$ cat src/rtl/annexb_pkg.sv
// Package with constants and types for the Annex B start-code splitter.
package annexb_pkg;

  // Unit and buffer limits
  localparam int unsigned MAX_NALUS        = 128;
  localparam int unsigned MAX_BUFFER_BYTES = 1048576;

  // Field and state widths
  localparam int unsigned POS_W    = $clog2(MAX_BUFFER_BYTES + 1);
  localparam int unsigned OFFSET_W = 20;
  localparam int unsigned SIZE_W   = 21;
  localparam int unsigned SCLEN_W  = 3;
  localparam int unsigned NUMBER_W = 7;
  localparam int unsigned COUNT_W  = $clog2(MAX_NALUS + 1);

  // Start-code lengths
  localparam logic [SCLEN_W-1:0] SCLEN_SHORT = SCLEN_W'(3);
  localparam logic [SCLEN_W-1:0] SCLEN_LONG  = SCLEN_W'(4);

  // Output queue depth
  localparam int unsigned QDEPTH = 3;
  localparam int unsigned QIDX_W = $clog2(QDEPTH);
  localparam int unsigned QCNT_W = $clog2(QDEPTH + 1);

  // One NAL descriptor
  typedef struct packed {
    logic                nal_valid;
    logic [OFFSET_W-1:0] nal_offset;
    logic [SIZE_W-1:0]   nal_size;
    logic [SCLEN_W-1:0]  start_code_len;
    logic [NUMBER_W-1:0] nal_number;
    logic                buffer_final;
    logic                run_last;
  } nal_desc_t;

endpackage

$ cat src/rtl/annexb_nal_unit_splitter_core.sv
// Annex B start-code splitter: scans buffer bytes and reports NAL unit descriptors.
// Descriptors wait in a three-entry output queue, which drains one per cycle while
// out_tready is high. Throughput: one byte per cycle while the queue holds at most
// one descriptor; a byte that causes two descriptors may stall input.
// Reset (rst_n low, synchronous) clears the parser state and empties the output queue;
// the parser state also clears by itself after every byte marked last.
module annexb_nal_unit_splitter_core
  import annexb_pkg::*;
(
  input  logic        clk,
  input  logic        rst_n,
  // Input byte stream
  input  logic        in_tvalid,
  output logic        in_tready,
  input  logic [7:0]  in_tdata,   // [7:0] data_byte
  input  logic        in_tlast,   // last_byte
  // Descriptor stream
  output logic        out_tvalid,
  input  logic        out_tready,
  output logic [55:0] out_tdata,  // [19:0] nal_offset, [40:20] nal_size,
                                  // [43:41] start_code_len, [50:44] nal_number, rest 0
  output logic [1:0]  out_tuser,  // [0] nal_valid, [1] buffer_final
  output logic        out_tlast   // run_last
);

  // Parser state
  logic [POS_W-1:0]    pos_r, pos_nxt;
  logic [1:0]          zrun_r, zrun_nxt;
  logic                open_r, open_nxt;
  logic [OFFSET_W-1:0] open_off_r, open_off_nxt;
  logic [SCLEN_W-1:0]  open_len_r, open_len_nxt;
  logic [COUNT_W-1:0]  cnt_r, cnt_nxt;

  // Output queue, head in slot 0
  nal_desc_t           q_r [QDEPTH];
  nal_desc_t           q_nxt [QDEPTH];
  logic [QCNT_W-1:0]   qcnt_r, qcnt_nxt;

  logic                in_xfer, out_xfer;
  logic                pos_ok, is_zero, is_sc, emit_mid;
  logic [POS_W-1:0]    pos_inc;
  logic [SCLEN_W-1:0]  sclen;
  logic [POS_W-1:0]    code_start;
  nal_desc_t           mid_desc, fin_desc, push0, push1;
  logic [1:0]          npush;
  logic [QCNT_W-1:0]   base;

  assign in_xfer  = in_tvalid && in_tready;
  assign out_xfer = out_tvalid && out_tready;
  assign in_tready = (qcnt_r <= QCNT_W'(1));

  // Decode the byte against the current state
  always_comb begin
    pos_ok     = (pos_r < POS_W'(MAX_BUFFER_BYTES));
    pos_inc    = pos_r + POS_W'(1);
    is_zero    = (in_tdata == 8'h00);
    sclen      = (zrun_r == 2'd3) ? SCLEN_LONG : SCLEN_SHORT;
    code_start = pos_inc - POS_W'(sclen);
    is_sc      = pos_ok && (in_tdata == 8'h01) && (zrun_r >= 2'd2)
                 && (cnt_r < COUNT_W'(MAX_NALUS))
                 && (pos_inc < POS_W'(MAX_BUFFER_BYTES));
    emit_mid   = is_sc && open_r;
  end

  // Advance the parser state
  always_comb begin
    pos_nxt      = pos_r;
    zrun_nxt     = zrun_r;
    open_nxt     = open_r;
    open_off_nxt = open_off_r;
    open_len_nxt = open_len_r;
    cnt_nxt      = cnt_r;
    if (pos_ok) begin
      pos_nxt = pos_inc;
      if (is_zero) begin
        if (zrun_r != 2'd3) zrun_nxt = zrun_r + 2'd1;
      end else begin
        zrun_nxt = 2'd0;
      end
    end
    if (is_sc) begin
      open_nxt     = 1'b1;
      open_off_nxt = pos_inc[OFFSET_W-1:0];
      open_len_nxt = sclen;
      cnt_nxt      = cnt_r + COUNT_W'(1);
    end
  end

  // Build the descriptors caused by this byte
  always_comb begin
    logic [COUNT_W-1:0] num_mid, num_fin;
    logic [POS_W-1:0]   sz_mid, sz_fin;
    num_mid = cnt_r - COUNT_W'(1);
    num_fin = cnt_nxt - COUNT_W'(1);
    sz_mid  = code_start - POS_W'(open_off_r);
    sz_fin  = pos_nxt - POS_W'(open_off_nxt);

    mid_desc.nal_valid      = 1'b1;
    mid_desc.nal_offset     = open_off_r;
    mid_desc.nal_size       = sz_mid[SIZE_W-1:0];
    mid_desc.start_code_len = open_len_r;
    mid_desc.nal_number     = num_mid[NUMBER_W-1:0];
    mid_desc.buffer_final   = 1'b0;
    mid_desc.run_last       = !in_tlast;

    fin_desc.nal_valid      = open_nxt;
    fin_desc.nal_offset     = open_nxt ? open_off_nxt : '0;
    fin_desc.nal_size       = open_nxt ? sz_fin[SIZE_W-1:0] : '0;
    fin_desc.start_code_len = open_nxt ? open_len_nxt : '0;
    fin_desc.nal_number     = open_nxt ? num_fin[NUMBER_W-1:0] : '0;
    fin_desc.buffer_final   = 1'b1;
    fin_desc.run_last       = 1'b1;

    push0 = emit_mid ? mid_desc : fin_desc;
    push1 = fin_desc;
    npush = {1'b0, emit_mid} + {1'b0, in_tlast};
  end

  // Pop the head, then append the new descriptors
  always_comb begin
    for (int i = 0; i < QDEPTH; i++) begin
      q_nxt[i] = q_r[i];
      if (out_xfer) q_nxt[i] = (i + 1 < QDEPTH) ? q_r[(i + 1) % QDEPTH] : q_r[i];
    end
    base = qcnt_r - QCNT_W'(out_xfer);
    if (in_xfer && npush != 2'd0) q_nxt[base[QIDX_W-1:0]] = push0;
    if (in_xfer && npush == 2'd2) q_nxt[base[QIDX_W-1:0] + QIDX_W'(1)] = push1;
    qcnt_nxt = base + (in_xfer ? QCNT_W'(npush) : QCNT_W'(0));
  end

  // Hold or update the parser state and queue count
  always_ff @(posedge clk) begin
    if (!rst_n) begin
      pos_r      <= '0;
      zrun_r     <= '0;
      open_r     <= 1'b0;
      open_off_r <= '0;
      open_len_r <= '0;
      cnt_r      <= '0;
      qcnt_r     <= '0;
    end else begin
      qcnt_r <= qcnt_nxt;
      if (in_xfer) begin
        if (in_tlast) begin
          pos_r      <= '0;
          zrun_r     <= '0;
          open_r     <= 1'b0;
          open_off_r <= '0;
          open_len_r <= '0;
          cnt_r      <= '0;
        end else begin
          pos_r      <= pos_nxt;
          zrun_r     <= zrun_nxt;
          open_r     <= open_nxt;
          open_off_r <= open_off_nxt;
          open_len_r <= open_len_nxt;
          cnt_r      <= cnt_nxt;
        end
      end
    end
  end

  // Queue payload needs no reset
  always_ff @(posedge clk) begin
    for (int i = 0; i < QDEPTH; i++) q_r[i] <= q_nxt[i];
  end

  // Drive the descriptor stream from the queue head
  assign out_tvalid = (qcnt_r != '0);
  assign out_tdata  = {5'b0, q_r[0].nal_number, q_r[0].start_code_len,
                       q_r[0].nal_size, q_r[0].nal_offset};
  assign out_tuser  = {q_r[0].buffer_final, q_r[0].nal_valid};
  assign out_tlast  = q_r[0].run_last;

endmodule
$ cat config.mk
export PLATFORM = sky130hd
export DESIGN_NAME = annexb_nal_unit_splitter_core
export DESIGN_NICKNAME = d
export VERILOG_FILES = /design/src/rtl/annexb_pkg.sv /design/src/rtl/annexb_nal_unit_splitter_core.sv
export SDC_FILE = /design/constraint.sdc
export NUM_CORES = 1
export LEC_CHECK = 0
export BUFFER_PORTS_ARGS = -buffer_cell sky130_fd_sc_hd__buf_2
export CORE_MARGIN = 8
export CORE_UTILIZATION = 35
export CTS_BUF_LIST = sky130_fd_sc_hd__clkbuf_8
export CTS_CLUSTER_DIAMETER = 120
export DETAILED_ROUTE_END_ITERATION = 12
export MAX_ROUTING_LAYER = met4
export SKIP_LAST_GASP = 1
export SYNTH_ARGS = -nofsm -noshare
export SYNTH_HDL_FRONTEND = slang
export SYNTH_SLANG_ARGS = --single-unit
$ cat constraint.sdc
create_clock -name clk -period 6.9 [get_ports clk]
set_input_delay 0.345 -clock clk [delete_from_list [all_inputs] [get_ports clk]]
set_output_delay 0.345 -clock clk [all_outputs]
set_load 0.005 [all_outputs]
### Word-level counts from Yosys, hierarchy flattened

Memories as Yosys holds them, arrays and structs flattened.
Cells that the tools add are included.

| storage, ports and cells | value |
|---|---|
| input bits | 13 |
| bits in registers | 57 |
| bits in writable memories | 162 |
| memories | 1 |
| logic and storage cells | 84 |
| output and inout port bits | 61 |

Memories:

| memory | depth | bits a word | read ports | clocked after Yosys merged registers in | write ports | RTL line | text |
|---|---|---|---|---|---|---|---|
| q_r | 3 | 54 | 3 | 0 | 3 | annexb_nal_unit_splitter_core.sv:35 | `nal_desc_t q_r [QDEPTH];` |

| cells by class | value |
|---|---|
| add/sub/neg operators | 12 |
| multiplexer cells | 31 |
| order comparisons | 9 |
| reductions and logical operators | 17 |
| bitwise gates (word level) | 2 |
| equal/unequal tests | 5 |

Operators with widths:

| cell | count |
|---|---|
| $bwmux W162 | 2 |
| $mux W162 | 2 |
| $mux W54 | 5 |
| $demux W54 S2 | 2 |
| $mux W21 | 3 |
| $mux W20 | 3 |
| $lt A21 B21 Y1 const B | 2 |
| $sub A21 B20 Y21 | 2 |
| $add A21 B1 Y21 const B | 1 |
| $sub A21 B3 Y21 | 1 |
| $mux W8 | 2 |
| $sub A7 B1 Y7 const B | 2 |
| $mux W3 | 4 |
| $logic_and A1 B1 Y1 | 11 |
| $mux W2 | 5 |
| $add A8 B1 Y8 const B | 1 |
| $eq A8 B1 Y1 const B | 1 |
| $logic_not A8 Y1 | 1 |
| $lt A8 B8 Y1 const B | 1 |
| $mux W7 | 1 |
| $ge A3 B3 Y1 const B | 2 |
| $lt A3 B1 Y1 const B | 2 |
| $not A2 Y3 | 2 |
| $reduce_bool A2 Y1 | 3 |
| other kinds (12) | 15 |

### Longest topological paths before layout

| depth | value |
|---|---|
| depth after elaboration | 13 |
| gate-level depth with buffers | 27 |
| gate-level depth less buffers | 24 |

### Least setup slack after synthesis

Ideal clock, no wire load.

| path | value |
|---|---|
| path kind | register -> register |
| start | register pos_r[1] |
| end | memory q_r[0][137] (netlist name) |
| setup time | 0.133 ns |
| data required time | 6.767 ns |
| period minus slack after synthesis | 6.004 ns |
| path buffers | 3 |
| path slack | 0.896 ns |
| arrival time | 5.871 ns |
| stages on the path, launching flop included | 26 |
| cell sequence | dfxtp_1 -> ha_1 -> nand3_1 -> or2_2 -> clkbuf_1 -> nor4_4 -> nand2_1 -> or3_1 -> ha_1 -> nor4b_4 -> nand4_2 -> clkbuf_1 -> clkbuf_1 -> o21ai_0 -> inv_1 -> ha_1 -> a21o_1 -> a21o_1 -> a21oi_1 -> o21ai_1 -> a221o_1 -> a221o_1 -> a211o_1 -> mux2_2 -> a22oi_2 -> a211oi_1 |

RTL lines:

| what | RTL line | text |
|---|---|---|
| start: declaration | annexb_nal_unit_splitter_core.sv:27 | `logic [POS_W-1:0] pos_r, pos_nxt;` |
| start signal: assignment | annexb_nal_unit_splitter_core.sv:152 | `pos_r <= pos_nxt;` |
| end: declaration | annexb_nal_unit_splitter_core.sv:35 |  |

==> metrics.log <==
INFO  metric rows = 74
INFO  metric maxClockFrequency = 0.1528 GHz
INFO  metric critical_path.startpoint_type = register
INFO  metric synth.distinct_cells = 80
INFO  metric port_buffers = 68
INFO  metric grtUsageTotal = 0.2111
INFO  metric first_iter_violations = 1441
INFO  metric clock_sinks = 219
INFO  metric max_slew.worst_pin.slew = 1.253 ns
INFO  metric die_x = 218.3 µm
INFO  metric fin_tns_setup = 0 ns
INFO  metric outcome = finished clean
INFO  metric areaGrowthSynthToFinish = 9.001%
INFO  metric netlist_top_cells_area = dfxtp_1 31%, nand2_1 6.7%, a21oi_1 6.4%
INFO  metric post_synth.cell_area_avg = 7.685 µm²
INFO  metric largest_net_degree_at_the_start_of_global_routing = 62
INFO  metric synth_top_area_share = 0.3062
INFO  metric cts_made_buffers = 39
INFO  metric initial_core_util = 0.3522
INFO  metric worstPathRequired = 7.34 ns
INFO  metric drtPass1Iterations = 5
INFO  metric design.die.area = 47640 µm²
INFO  metric final_worst_path_cycle_share = 0.9486
INFO  metric synth_seq_area_share = 0.3062
INFO  metric first_global_vias = 12980
INFO  metric routed_via_density = 5.714
INFO  metric routed_wirelength = 50550 µm
INFO  metric place.gp.congestion = 0.9433
INFO  metric timing.critical_path.fanout_max = 12
INFO  metric via_count = 13680
INFO  metric ys_async_sr_fraction = 0
INFO  metric layout.nets = 1917
INFO  metric first_pass_grt_wire_length = 76990 µm
INFO  metric die_h = 218.3 µm
INFO  metric final_layout_size_suffix_gt1_frac = 0.1161
INFO  metric clk_transition_reported_paths = 0.06 ns
INFO  metric max_cap_violations = 0
INFO  metric pwr_density_cell = 311.7 nW/µm²
INFO  metric clockRootBuffer = clkbuf_8
INFO  metric drc_errors = 0
INFO  metric placeableCoreArea = 40650 µm²
INFO  metric hold_viol = 0
INFO  metric peakVddDrop = 0.1695 mV
INFO  metric h-tree-depth = 2
INFO  metric timing_worst_setup_path_type = reg -> reg
INFO  metric power_leakage = 6.339 nW
INFO  metric wl_per_cell = 21.12 µm
INFO  metric synth_top_flop_cell = dfxtp_1
INFO  metric ff2ff_path_depth = 23
INFO  metric cp_data_arrival_time = 6.98 ns
INFO  metric min_path_cells = 4
INFO  metric clk-insertion-delay-late = 0.59 ns
INFO  metric hold_class = in -> reg
INFO  metric max-clock-path-buffers = 3
INFO  metric mappedNetlistArea = 14320 µm²
INFO  metric end_kind = register
INFO  metric ant_nets = 0
INFO  metric final.min_clock_period = 6.545 ns
INFO  metric ys_ff_latch = 219
INFO  metric yosys_warnings = 0
INFO  metric globalRouteOverflowTotal = 0
INFO  metric rsz_0062_raised_after_global_routing = false
INFO  metric final-setup-viol-count = 0
INFO  metric num_io_pins = 74
INFO  metric hpwl = 35080 µm
INFO  metric timing.max_slew.rel_slack = 0.1625
INFO  metric synth_instances = 1863
INFO  metric timing_max_transition_violations_final = 0
INFO  metric synth_largest_area_cell = dfxtp_1
INFO  metric clock_tree_from_tritoncts = built
INFO  metric grt_antenna_before_repair = 2
INFO  metric number_of_synthesized_flops_with_an_enable_pin = 0
INFO  metric final.setup_skew = 0.03678 ns
INFO  metric holdWs = 0.1993 ns
stage by stage:
stage / instance area (µm²) / power (mW) / util / instances / setup WS, ns
after detailed placement: 14760 / 3.566 / 0.3631 / 2322 / 0.3117
after global placement: 14760 / 3.523 / 0.3631 / 2322 / 0.4715
after floorplan: 14330 / 3.199 / - / 1867 / 0.8958
final: 15610 / 4.865 / 0.3840 / 2394 / 0.3549
after CTS: 15590 / 4.873 / 0.3836 / 2392 / 0.2584
after global routing: 15610 / 5.173 / 0.3840 / 2394 / 0.001843
per-layer routing:
layer | wire, µm | GRT usage | share of wire | vias up
met4 | 1412 | 0.07188 | 0.028 | 0
li1 | - | - | - | 6492
met5 | 0 | - | 0 | -
met1 | 22530 | 0.2769 | 0.45 | 6484
met2 | 22340 | 0.3238 | 0.44 | 609
met3 | 4271 | 0.03843 | 0.084 | 95
flip-flops by register name, summed over array words and instances (netlist names):
signal      flops
open_off_r     20
pos_r          21
qcnt_r          2
zrun_r          2
q_r           162
cnt_r           8
open_len_r      3
open_r          1
where the power goes:
group	switching, mW	total, mW	internal [mW]
sequential	0.248	1.99	1.74
combinational	0.873	1.57	0.695
clock	0.581	1.30	0.723
timing repair:
item                                    in CTS  in global routing
endpoints found under the setup margin       0                 11
resized for setup                            0                  1
buffers inserted                             0                  0
hold buffers                                 0                  0
cells in the mapped netlist (6+ instances only):
cell,count
nand2_1,256
dfxtp_1,219
a21oi_1,183
nor2_1,118
o21ai_0,116
clkbuf_1,102
inv_1,86
ha_1,69
buf_4,62
mux2i_1,55
xnor2_1,43
nand3_1,41
nor2b_1,39
xor2_1,39
o22ai_1,32
a221oi_1,31
nor3_1,31
a22oi_1,28
and2_1,28
a211oi_1,18
a21o_1,18
a31oi_1,16
nand4_1,16
o221ai_1,15
buf_2,12
a221o_1,11
o21a_1,11
or3_1,11
buf_1,10
nand2b_1,10
o21ai_1,10
a21boi_0,9
and3_1,8
o21bai_1,8
o221a_2,8
a222oi_1,7
o22a_1,7
nor4_1,6
kinds of logic after synthesis:
group,share of synthesized area
AO/OA/AOI/OAI,0.2527
other,0.0002619
multiplexers,0.04212
buffers and inverters,0.08888
XOR/XNOR,0.05016
adder cells (fa/ha/maj),0.06589
flip-flops,0.3062
AND/OR/NAND/NOR,0.1937
worst max-delay path, cell delays in order, from the launching register on:
cell and delay, ns:
dfxtp_1 0.57, ha_1 0.32, nand3_1 0.20, or2_2 0.40, nor4_4 0.16, nand2_1 0.11
or3_1 0.37, ha_1 0.37, nor4b_4 0.36, nand4_4 0.31, o21ai_0 0.40, ha_1 0.25
inv_1 0.07, fa_1 0.46, a21o_1 0.19, a21oi_1 0.33, a311oi_1 0.11, o2111ai_1 0.15
a21boi_0 0.16, o21ai_0 0.39, xor2_1 0.40, o21ai_0 0.13, o21ai_0 0.12, a21oi_1 0.06
path summary, 6_finish.rpt:
check	startpoint	end	slack, ns
setup / recovery	pos_r[0]	q_r[0][134]	0.35
hold / removal	in_tdata[0]	zrun_r[0]	0.20
setup reg to reg	pos_r[0]	q_r[0][134]	0.35
hold reg to reg	q_r[0][1]	q_r[0][1]	0.48
layout by cell type, fill, tap and decap left out, types with 43 or more instances in the layout:
cell type,netlist,final
nand2_1,256,254
dfxtp_1,219,219
a21oi_1,183,183
o21ai_0,116,116
nor2_1,118,114
inv_1,86,96
ha_1,69,69
buf_2,12,68
mux2i_1,55,55
clkbuf_8,0,53
xnor2_1,43,43
area by class of cell:
type | count | area, µm²
repair buffers | 109 | 673.1
inverters | 87 | 329.1
well taps | 532 | 665.6
diodes | 2 | 5.005
flip-flops and latches | 219 | 4384
fillers | 4158 | 25040
multi-input cells | 1375 | 8716
clock inverters | 17 | 103.9
clock buffers | 53 | 729.5
Note: power is estimated with default switching activity, not from simulation.
